--- config.mk ---
export PLATFORM = sky130hd
export DESIGN_NAME = bounded_priority_queue_evict_lowest
export DESIGN_NICKNAME = d
export VERILOG_FILES = /design/src/design/bpq_pkg.sv /design/src/design/bpq_cell.sv /design/src/design/bounded_priority_queue_evict_lowest.sv
export SDC_FILE = /design/constraint.sdc
export NUM_CORES = 2
export LEC_CHECK = 0
export BUFFER_PORTS_ARGS = -buffer_cell sky130_fd_sc_hd__buf_2
export CORE_MARGIN = 1.5
export CORE_UTILIZATION = 60
export DETAILED_ROUTE_END_ITERATION = 8
export HOLD_SLACK_MARGIN = 0.1
export PLACE_DENSITY_LB_ADDON = 0.08
export SYNTH_ARGS = -nofsm -noshare
export SYNTH_HDL_FRONTEND = slang
export SYNTH_SLANG_ARGS = --single-unit
--- constraint.sdc ---
create_clock -name clk_i -period 13.8 [get_ports clk_i]
set_input_delay 0.69 -clock clk_i [delete_from_list [all_inputs] [get_ports clk_i]]
set_output_delay 0.69 -clock clk_i [all_outputs]
set_load 0.02 [all_outputs]
--- src/design/bpq_pkg.sv ---
// ----------------------------------------------------------------------------
// bpq_pkg: shared types and constants of the bounded priority queue
// Payload structs, command and state codes, and the cell interface types.
// ----------------------------------------------------------------------------
package bpq_pkg;

  // Default number of cells
  localparam int unsigned BpqDepth = 16;

  // Field widths
  localparam int unsigned BpqPrioW = 32;
  localparam int unsigned BpqElemW = 32;
  localparam int unsigned BpqCntW  = 5;
  localparam int unsigned BpqCapW  = 5;

  // Cell index width, wide enough for the largest supported depth
  localparam int unsigned BpqIdxW  = 8;

  // Capacity after reset
  localparam logic [BpqCapW-1:0] BpqCapReset = 5'd16;

  // Configuration port
  localparam int unsigned BpqAddrW = 3;
  localparam int unsigned BpqDataW = 32;

  // Operation codes
  typedef enum logic {
    BpqCmdEnq = 1'b0,
    BpqCmdDeq = 1'b1
  } bpq_cmd_e;

  // Control sequencer states
  typedef enum logic [1:0] {
    BpqIdle,
    BpqExec,
    BpqSearch,
    BpqCommit
  } bpq_state_e;

  // Input beat
  typedef struct packed {
    bpq_cmd_e            cmd;
    logic [BpqPrioW-1:0] priority_req;
    logic [BpqElemW-1:0] element_in;
  } bpq_req_t;

  // Result beat
  typedef struct packed {
    logic                accepted;
    logic [BpqElemW-1:0] element_out;
    logic [BpqCntW-1:0]  count;
  } bpq_rsp_t;

  // Running best entry handed from cell to cell during a search
  typedef struct packed {
    logic                valid;
    logic [BpqPrioW-1:0] prio;
    logic [BpqElemW-1:0] elem;
    logic [BpqIdxW-1:0]  idx;
  } bpq_tok_t;

  // Update command broadcast to every cell
  typedef struct packed {
    logic                max_mode;
    logic                shift_en;
    logic [BpqIdxW-1:0]  rm_idx;
    logic                app_en;
    logic [BpqIdxW-1:0]  app_idx;
    logic [BpqPrioW-1:0] app_prio;
    logic [BpqElemW-1:0] app_elem;
  } bpq_ctl_t;

endpackage

--- src/design/bpq_cell.sv ---
// ----------------------------------------------------------------------------
// bpq_cell: one storage cell of the priority queue chain
// Holds one entry, shifts down from its right neighbour on removal, takes a
// new entry on append, and passes the running best entry to the next cell.
// ----------------------------------------------------------------------------
module bpq_cell (
  input  logic                          clk_i,
  input  logic                          rst_ni,
  input  logic [bpq_pkg::BpqIdxW-1:0]   idx_i,
  input  logic                          occ_i,
  input  bpq_pkg::bpq_ctl_t             ctl_i,
  input  logic [bpq_pkg::BpqPrioW-1:0]  nb_prio_i,
  input  logic [bpq_pkg::BpqElemW-1:0]  nb_elem_i,
  input  bpq_pkg::bpq_tok_t             tok_i,
  output logic [bpq_pkg::BpqPrioW-1:0]  prio_o,
  output logic [bpq_pkg::BpqElemW-1:0]  elem_o,
  output bpq_pkg::bpq_tok_t             tok_o
);

  logic [bpq_pkg::BpqPrioW-1:0] prio_q, prio_d;
  logic [bpq_pkg::BpqElemW-1:0] elem_q, elem_d;
  bpq_pkg::bpq_tok_t            tok_q, tok_d;
  logic                         better;
  logic                         take_own;

  // Compare own entry with the incoming best; strict, so the first wins ties
  assign better   = ctl_i.max_mode ? (prio_q > tok_i.prio) : (prio_q < tok_i.prio);
  assign take_own = occ_i && (!tok_i.valid || better);

  always_comb begin
    if (take_own) begin
      tok_d.valid = 1'b1;
      tok_d.prio  = prio_q;
      tok_d.elem  = elem_q;
      tok_d.idx   = idx_i;
    end else begin
      tok_d = tok_i;
    end
  end

  // Append beats shift; shift takes the right neighbour's entry
  always_comb begin
    prio_d = prio_q;
    elem_d = elem_q;
    if (ctl_i.app_en && (ctl_i.app_idx == idx_i)) begin
      prio_d = ctl_i.app_prio;
      elem_d = ctl_i.app_elem;
    end else if (ctl_i.shift_en && (idx_i >= ctl_i.rm_idx)) begin
      prio_d = nb_prio_i;
      elem_d = nb_elem_i;
    end
  end

  // Hold the entry
  always_ff @(posedge clk_i) begin
    prio_q <= prio_d;
    elem_q <= elem_d;
  end

  // Advance the running best
  always_ff @(posedge clk_i or negedge rst_ni) begin
    if (!rst_ni) begin
      tok_q <= '0;
    end else begin
      tok_q <= tok_d;
    end
  end

  assign prio_o = prio_q;
  assign elem_o = elem_q;
  assign tok_o  = tok_q;

endmodule

--- src/design/bounded_priority_queue_evict_lowest.sv ---
// ----------------------------------------------------------------------------
// bounded_priority_queue_evict_lowest: bounded queue with lowest eviction
// A chain of DEPTH cells in insertion order. Dequeue takes the first highest
// entry; enqueue on a full queue evicts the first lowest if the new one wins.
// ----------------------------------------------------------------------------
//  Channel   Ports                                   Direction  Beat
//  ------------------------------------------------------------------------
//  command   start, busy, req_i                      in         start & !busy
//  result    done_o, result_o                        out        done_o, one cycle
//  config    psel, penable, pwrite, paddr, pwdata,   in/out     psel & penable &
//            prdata, pready                                     pwrite & pready
//
//  An enqueue into a queue below capacity, or a dequeue from an empty queue,
//  finishes in the Exec state. Any other operation goes on through Search and
//  Commit: the running best walks the cell chain one cell per cycle before
//  Commit removes or evicts an entry, if any.
//  The result appears the cycle after the operation finishes; the receiver
//  cannot stall it. Reset empties the queue and sets capacity to 16; the
//  cells need no clearing pass.
// ----------------------------------------------------------------------------
module bounded_priority_queue_evict_lowest #(
  parameter int unsigned DEPTH = bpq_pkg::BpqDepth
) (
  input  logic                          clk_i,
  input  logic                          rst_ni,
  // command
  input  logic                          start,
  output logic                          busy,
  input  bpq_pkg::bpq_req_t             req_i,
  // result
  output logic                          done_o,
  output bpq_pkg::bpq_rsp_t             result_o,
  // configuration
  input  logic                          psel,
  input  logic                          penable,
  input  logic                          pwrite,
  input  logic [bpq_pkg::BpqAddrW-1:0]  paddr,
  input  logic [bpq_pkg::BpqDataW-1:0]  pwdata,
  output logic [bpq_pkg::BpqDataW-1:0]  prdata,
  output logic                          pready
);

  localparam int unsigned IdxW = (DEPTH > 1) ? $clog2(DEPTH) : 1;
  localparam int unsigned CntW = $clog2(DEPTH + 1);
  localparam int unsigned CmpW = (CntW > bpq_pkg::BpqCapW) ? CntW : bpq_pkg::BpqCapW;

  bpq_pkg::bpq_state_e           state_q, state_d;
  bpq_pkg::bpq_cmd_e             cmd_q;
  logic [bpq_pkg::BpqPrioW-1:0]  prio_q;
  logic [bpq_pkg::BpqElemW-1:0]  elem_q;
  logic [CntW-1:0]               cnt_q, cnt_d;
  logic [IdxW-1:0]               scan_q, scan_d;
  logic [bpq_pkg::BpqCapW-1:0]   cap_q;
  logic                          done_q, done_d;
  bpq_pkg::bpq_rsp_t             rsp_q, rsp_d;
  bpq_pkg::bpq_ctl_t             ctl;
  bpq_pkg::bpq_tok_t             best;
  logic [CmpW-1:0]               cap_w, eff_cap;
  logic                          full;
  logic                          accept;
  logic                          cfg_wr;
  logic                          scan_last;

  logic [bpq_pkg::BpqPrioW-1:0]  cell_prio [DEPTH];
  logic [bpq_pkg::BpqElemW-1:0]  cell_elem [DEPTH];
  bpq_pkg::bpq_tok_t             cell_tok  [DEPTH];

  // --------------------------------------------------------------------------
  // Configuration port
  // --------------------------------------------------------------------------
  assign pready = 1'b1;
  assign cfg_wr = psel && penable && pwrite && pready && !paddr[2];
  assign prdata = paddr[2] ? '0 : bpq_pkg::BpqDataW'(cap_q);

  always_ff @(posedge clk_i or negedge rst_ni) begin
    if (!rst_ni) begin
      cap_q <= bpq_pkg::BpqCapReset;
    end else if (cfg_wr) begin
      cap_q <= pwdata[bpq_pkg::BpqCapW-1:0];
    end
  end

  // Clamp capacity to 1..DEPTH
  assign cap_w   = CmpW'(cap_q);
  assign eff_cap = (cap_q == '0) ? CmpW'(1)
                 : ((cap_w > CmpW'(DEPTH)) ? CmpW'(DEPTH) : cap_w);
  assign full    = CmpW'(cnt_q) >= eff_cap;

  // --------------------------------------------------------------------------
  // Command capture
  // --------------------------------------------------------------------------
  assign busy   = (state_q != bpq_pkg::BpqIdle);
  assign accept = start && !busy;

  always_ff @(posedge clk_i) begin
    if (accept) begin
      cmd_q  <= req_i.cmd;
      prio_q <= req_i.priority_req;
      elem_q <= req_i.element_in;
    end
  end

  // --------------------------------------------------------------------------
  // Cell chain
  // --------------------------------------------------------------------------
  for (genvar g = 0; g < DEPTH; g++) begin : g_cell
    logic [bpq_pkg::BpqPrioW-1:0] nb_prio;
    logic [bpq_pkg::BpqElemW-1:0] nb_elem;
    bpq_pkg::bpq_tok_t            tok_in;

    if (g == DEPTH - 1) begin : g_tail
      assign nb_prio = cell_prio[g];
      assign nb_elem = cell_elem[g];
    end else begin : g_body
      assign nb_prio = cell_prio[g+1];
      assign nb_elem = cell_elem[g+1];
    end

    if (g == 0) begin : g_head
      assign tok_in = '0;
    end else begin : g_link
      assign tok_in = cell_tok[g-1];
    end

    bpq_cell u_cell (
      .clk_i     (clk_i),
      .rst_ni    (rst_ni),
      .idx_i     (bpq_pkg::BpqIdxW'(g)),
      .occ_i     (cnt_q > CntW'(g)),
      .ctl_i     (ctl),
      .nb_prio_i (nb_prio),
      .nb_elem_i (nb_elem),
      .tok_i     (tok_in),
      .prio_o    (cell_prio[g]),
      .elem_o    (cell_elem[g]),
      .tok_o     (cell_tok[g])
    );
  end

  assign best      = cell_tok[DEPTH-1];
  assign scan_last = (scan_q == IdxW'(DEPTH - 1));

  // --------------------------------------------------------------------------
  // Next state
  // --------------------------------------------------------------------------
  always_comb begin
    state_d = state_q;
    unique case (state_q)
      bpq_pkg::BpqIdle: begin
        if (accept) begin
          state_d = bpq_pkg::BpqExec;
        end
      end
      bpq_pkg::BpqExec: begin
        if ((cmd_q == bpq_pkg::BpqCmdEnq && !full) || cnt_q == '0) begin
          state_d = bpq_pkg::BpqIdle;
        end else begin
          state_d = bpq_pkg::BpqSearch;
        end
      end
      bpq_pkg::BpqSearch: begin
        if (scan_last) begin
          state_d = bpq_pkg::BpqCommit;
        end
      end
      bpq_pkg::BpqCommit: begin
        state_d = bpq_pkg::BpqIdle;
      end
      default: state_d = bpq_pkg::BpqIdle;
    endcase
  end

  // --------------------------------------------------------------------------
  // Outputs: cell commands, count and result
  // --------------------------------------------------------------------------
  always_comb begin
    ctl          = '0;
    ctl.max_mode = (cmd_q == bpq_pkg::BpqCmdDeq);
    ctl.app_prio = prio_q;
    ctl.app_elem = elem_q;
    cnt_d        = cnt_q;
    scan_d       = scan_q;
    done_d       = 1'b0;
    rsp_d        = '0;
    unique case (state_q)
      bpq_pkg::BpqIdle: begin
        scan_d = '0;
      end
      bpq_pkg::BpqExec: begin
        scan_d = '0;
        // Append straight away below capacity
        if (cmd_q == bpq_pkg::BpqCmdEnq && !full) begin
          ctl.app_en     = 1'b1;
          ctl.app_idx    = bpq_pkg::BpqIdxW'(cnt_q);
          cnt_d          = cnt_q + CntW'(1);
          done_d         = 1'b1;
          rsp_d.accepted = 1'b1;
          rsp_d.count    = bpq_pkg::BpqCntW'(cnt_d);
        end else if (cnt_q == '0) begin
          // Dequeue from an empty queue fails
          done_d = 1'b1;
        end
      end
      bpq_pkg::BpqSearch: begin
        scan_d = scan_q + IdxW'(1);
      end
      bpq_pkg::BpqCommit: begin
        done_d = 1'b1;
        if (cmd_q == bpq_pkg::BpqCmdDeq) begin
          // Remove the first highest entry and return it
          ctl.shift_en      = 1'b1;
          ctl.rm_idx        = best.idx;
          cnt_d             = cnt_q - CntW'(1);
          rsp_d.accepted    = 1'b1;
          rsp_d.element_out = best.elem;
        end else if (best.prio < prio_q) begin
          // Evict the first lowest entry and append the new one at the end
          ctl.shift_en   = 1'b1;
          ctl.rm_idx     = best.idx;
          ctl.app_en     = 1'b1;
          ctl.app_idx    = bpq_pkg::BpqIdxW'(cnt_q - CntW'(1));
          rsp_d.accepted = 1'b1;
        end
        rsp_d.count = bpq_pkg::BpqCntW'(cnt_d);
      end
      default: begin
        scan_d = '0;
      end
    endcase
  end

  // --------------------------------------------------------------------------
  // Control registers
  // --------------------------------------------------------------------------
  always_ff @(posedge clk_i or negedge rst_ni) begin
    if (!rst_ni) begin
      state_q <= bpq_pkg::BpqIdle;
      cnt_q   <= '0;
      scan_q  <= '0;
      done_q  <= 1'b0;
    end else begin
      state_q <= state_d;
      cnt_q   <= cnt_d;
      scan_q  <= scan_d;
      done_q  <= done_d;
    end
  end

  // Hold the result beat
  always_ff @(posedge clk_i) begin
    if (done_d) begin
      rsp_q <= rsp_d;
    end
  end

  assign done_o   = done_q;
  assign result_o = rsp_q;

  // --------------------------------------------------------------------------
  // Assertions
  // --------------------------------------------------------------------------
  a_cnt_bound: assert property (@(posedge clk_i) disable iff (!rst_ni)
    cnt_q <= CntW'(DEPTH))
    else $error("entry count above depth");

  a_done_src: assert property (@(posedge clk_i) disable iff (!rst_ni)
    done_o |-> ($past(state_q) == bpq_pkg::BpqExec || $past(state_q) == bpq_pkg::BpqCommit))
    else $error("result beat without a finishing state");

  a_search_end: assert property (@(posedge clk_i) disable iff (!rst_ni)
    (state_q == bpq_pkg::BpqSearch && scan_last) |=> state_q == bpq_pkg::BpqCommit)
    else $error("search did not end in commit");

  a_evict_cnt: assert property (@(posedge clk_i) disable iff (!rst_ni)
    (state_q == bpq_pkg::BpqCommit && cmd_q == bpq_pkg::BpqCmdEnq) |=> $stable(cnt_q))
    else $error("eviction changed the entry count");

  a_best_valid: assert property (@(posedge clk_i) disable iff (!rst_ni)
    state_q == bpq_pkg::BpqCommit |-> best.valid)
    else $error("commit without a search result");

endmodule
==> impl_metrics.env <==
export IMPL_outcome="complete, no violations"
export IMPL_fin_crit_ns=7.080
export IMPL_antenna_found_initial=7
export IMPL_netSwitchingPower_mw=7.307
export IMPL_syn_area_um2=100600
export IMPL_slew_violations=0
export IMPL_grt_pass1_vias=58110
export IMPL_power_density_nw_per_um2=210.3
export IMPL_h_tree_depth=4
export IMPL_post_cts_resize_count=0
export IMPL_cp_end_kind="flop"
export IMPL_cap_violations=0
export IMPL_pwr_share_comb_pct=30.6
export IMPL_rsz0062_at_grt="false"
export IMPL_clk_path_buf_depth=3
export IMPL_routedWlPerCell_um=25.21
export IMPL_crit_type="reg2reg"
export IMPL_swShare_pct=31.11
export IMPL_die_x_um=412.5
export IMPL_grt_max_degree=162
export IMPL_grt_overflow=0
export IMPL_synth_top_area_share_pct=33.63
export IMPL_postCtsSetupRepairBufs=0
export IMPL_critPathRequiredTime_ns=14.28
export IMPL_dr_pass1_iters=7
export IMPL_max_freq_mhz=141.3
export IMPL_cts_tree="done"
export IMPL_rows=150
export IMPL_cts_made_buffers=223
export IMPL_finalSetupTns_ns=0
export IMPL_utilization_pct=66.95
export IMPL_synth_area_leaders="edfxtp_1, dfrtp_1, mux2_2"
export IMPL_nets=7547
export IMPL_clock_sinks=2232
export IMPL_arrival_ns=7.56
export IMPL_hpwlAfterDp_um=148600
export IMPL_slowest_stage="nor4_1"
export IMPL_grt_first_pass_wirelength_um=358000
export IMPL_cp_start_kind="flop"
export IMPL_vdd_drop_max_mv=0.2014
export IMPL_fin_skew_ns=0.04412
export IMPL_drt_iter0_drc=3739
export IMPL_slew_headroom_pct=20.31
export IMPL_track_usage_pct=27.99
export IMPL_async_flop_share_pct=49.51
export IMPL_remaining_drc_errors=0
export IMPL_io_pins=179
export IMPL_critPathTopFamily="simple AND/OR/NAND/NOR gates"
export IMPL_synth_seq_cells=2232
export IMPL_cp_max_fo=40
export IMPL_yosysWarnings=0
export IMPL_synth_distinct_cells=76
export IMPL_cts_hold_repair_buffers=71
export IMPL_period_share_pct=51.30
export IMPL_cpPeakStageDelay_ns=0.95
export IMPL_synth_most_common_cell="mux2_2"
export IMPL_synth_common_cells="mux2_2, edfxtp_1, dfrtp_1"
export IMPL_synth_largest_area_cell="edfxtp_1"
export IMPL_vias_per_cell=5.913
export IMPL_power_share_clock_pct=26.7
export IMPL_vias=55120
export IMPL_port_buffers=121
export IMPL_areaGrowthSynthToFinish_pct=11.00
export IMPL_dieArea_um2=170200
export IMPL_worstHoldPathType="in2reg"
export IMPL_leakagePower_nw=45.06
export IMPL_worst_path_buf_inv=2
export IMPL_syn_avg_cell_area_um2=15.01
export IMPL_syn_inst=6705
export IMPL_internal_power_mw=16.18
export IMPL_drive_gt1_share_pct=35.39
export IMPL_cts_root_buf="clkbuf_16"
export IMPL_core_um2=166800
export IMPL_tightest_slew_ns=1.195
export IMPL_ys_flop_type="edfxtp_1"
export IMPL_gp_congestion=0.9200
export IMPL_yosysSeqAreaShare_pct=61.11
export IMPL_ant_nets=0
export IMPL_setup_viol=0
export IMPL_worstSkewPairLatency_ns=0.87
export IMPL_clkTransAtPathRegs_ns=0.06
export IMPL_die_h_um=412.5
export IMPL_pwr_share_seq_pct=42.7
export IMPL_hold_viol=0
export IMPL_path_cells="inv_1 > ha_1 > nand4_1 > nor3_2 > nor4b_4 > nand2_2 > o211a_1 > nor4_1 > and3_4 > nand2b_4 > buf_4"
export IMPL_start_util_pct=60.32
export IMPL_routed_wl_um=235000
export IMPL_synth_edff_count=1127
## metrics by stage
step / instance area (µm²) / setup WS [ns] / instances / total power [mW] / hold WS, ns
6_report: 111700 / 6.720 / 9321 / 23.49 / 0.1671
5_1_grt: 111700 / 6.298 / 9321 / 24.70 / 0.1371
4_1_cts: 111700 / 6.762 / 9320 / 23.63 / 0.1106
3_5_place_dp: 103400 / 6.776 / 8826 / 17.24 / 0.4178
3_3_place_gp: 103400 / 6.829 / 8826 / 17.06 / 0.4151
2_1_floorplan: 100700 / 5.979 / 6731 / 15.03 / 0.3944
## area by class of cell
| cell class | count | area, µm² |
|---|---|---|
| Antenna cell | 1 | 2.502 |
| Clock buffer | 327 | 6305 |
| Inverter | 530 | 1989 |
| Fill cell | 11680 | 55140 |
| Clock inverter | 96 | 1294 |
| Tap cell | 2204 | 2758 |
| Sequential cell | 2232 | 61500 |
| Multi-Input combinational cell | 3642 | 35780 |
| Timing Repair Buffer | 289 | 2085 |
## registers in the layout, summed over array words and instances (netlist names), named ones only
name,cells
g_cell.u_cell.tok_o,1088
prio_q,32
cap_q,5
cnt_q,5
cmd_q,1
result_o,38
g_cell.u_cell.prio_o,512
state_q,1
g_cell.u_cell.elem_o,512
elem_q,32
scan_q,4
done_o,1
## worst reg2reg max path, cell delays in order, from the launching register on
cell and delay, ns:
edfxtp_1 0.86, inv_1 0.15, ha_1 0.37, nand4_1 0.11, nor3_2 0.85, nor4b_4 0.79, nand2_2 0.19, o211a_1 0.20
nor4_1 0.95, and3_4 0.84, nand2b_4 0.70, buf_4 0.63
## power groups by stage
stage	Clock [mW]	Sequential (mW)	Combinational, mW
finish	6.28	10.0	7.19
global route	6.64	10.2	7.83
CTS	6.39	10.0	7.23
detailed placement	0	10.1	7.13
global placement	0	10.1	7.00
floorplan	0	9.74	5.29
## worst paths after layout
kind	from	end	slack, ns	depth (start not counted)
setup / recovery	prio_q[30]	g_cell[7].u_cell.elem_o[25]	6.72	11
hold / removal	start	state_q[0]	0.17	3
setup reg to reg	prio_q[30]	g_cell[7].u_cell.elem_o[25]	6.72	11
hold reg to reg	g_cell[4].u_cell.tok_o[0]	g_cell[5].u_cell.tok_o[0]	0.43	1
max in group asynchronous	rst_ni	g_cell[7].u_cell.tok_o[28]	9.96	5
min in group asynchronous	rst_ni	g_cell[15].u_cell.tok_o[65]	0.33	2
## layer usage
| metal | global-route usage [%] | routed length, µm | vias to the layer above |
|---|---|---|---|
| li1 | - | - | 24710 |
| met1 | 38.02 | 100900 | 28620 |
| met2 | 45.75 | 112800 | 1406 |
| met3 | 4.944 | 13430 | 387 |
| met4 | 9.337 | 7907 | 2 |
| met5 | 0 | 13 | - |
## cells in the final DEF (no fill, tap or decap), types with 31 or more instances in the layout
master	synthesis	layout
mux2_2	1875	1875
edfxtp_1	1127	1127
dfrtp_1	1104	1104
inv_1	528	528
ha_1	523	523
clkbuf_16	0	226
buf_2	96	120
a21oi_1	117	112
nor2_1	111	108
and2_1	109	102
a21o_1	103	101
buf_4	65	95
o21ai_0	89	86
nand4_1	81	81
nand2_1	80	79
clkbuf_1	123	74
dlygate4sd3_1	0	71
nand3_1	56	54
mux2_1	49	49
nor2b_1	45	44
nor3_1	40	39
clkinv_2	0	35
or2_2	35	34
a211oi_1	31	31
## cell families after synthesis
kind of cell	synth area share, %
fa+ha+maj	6.502
mux	21.64
other cells	0.007463
compound gates	3.282
simple gates	3.557
buf+inv	3.827
flops	61.11
xor+xnor	0.07833
(Power assumes the default switching activity.)
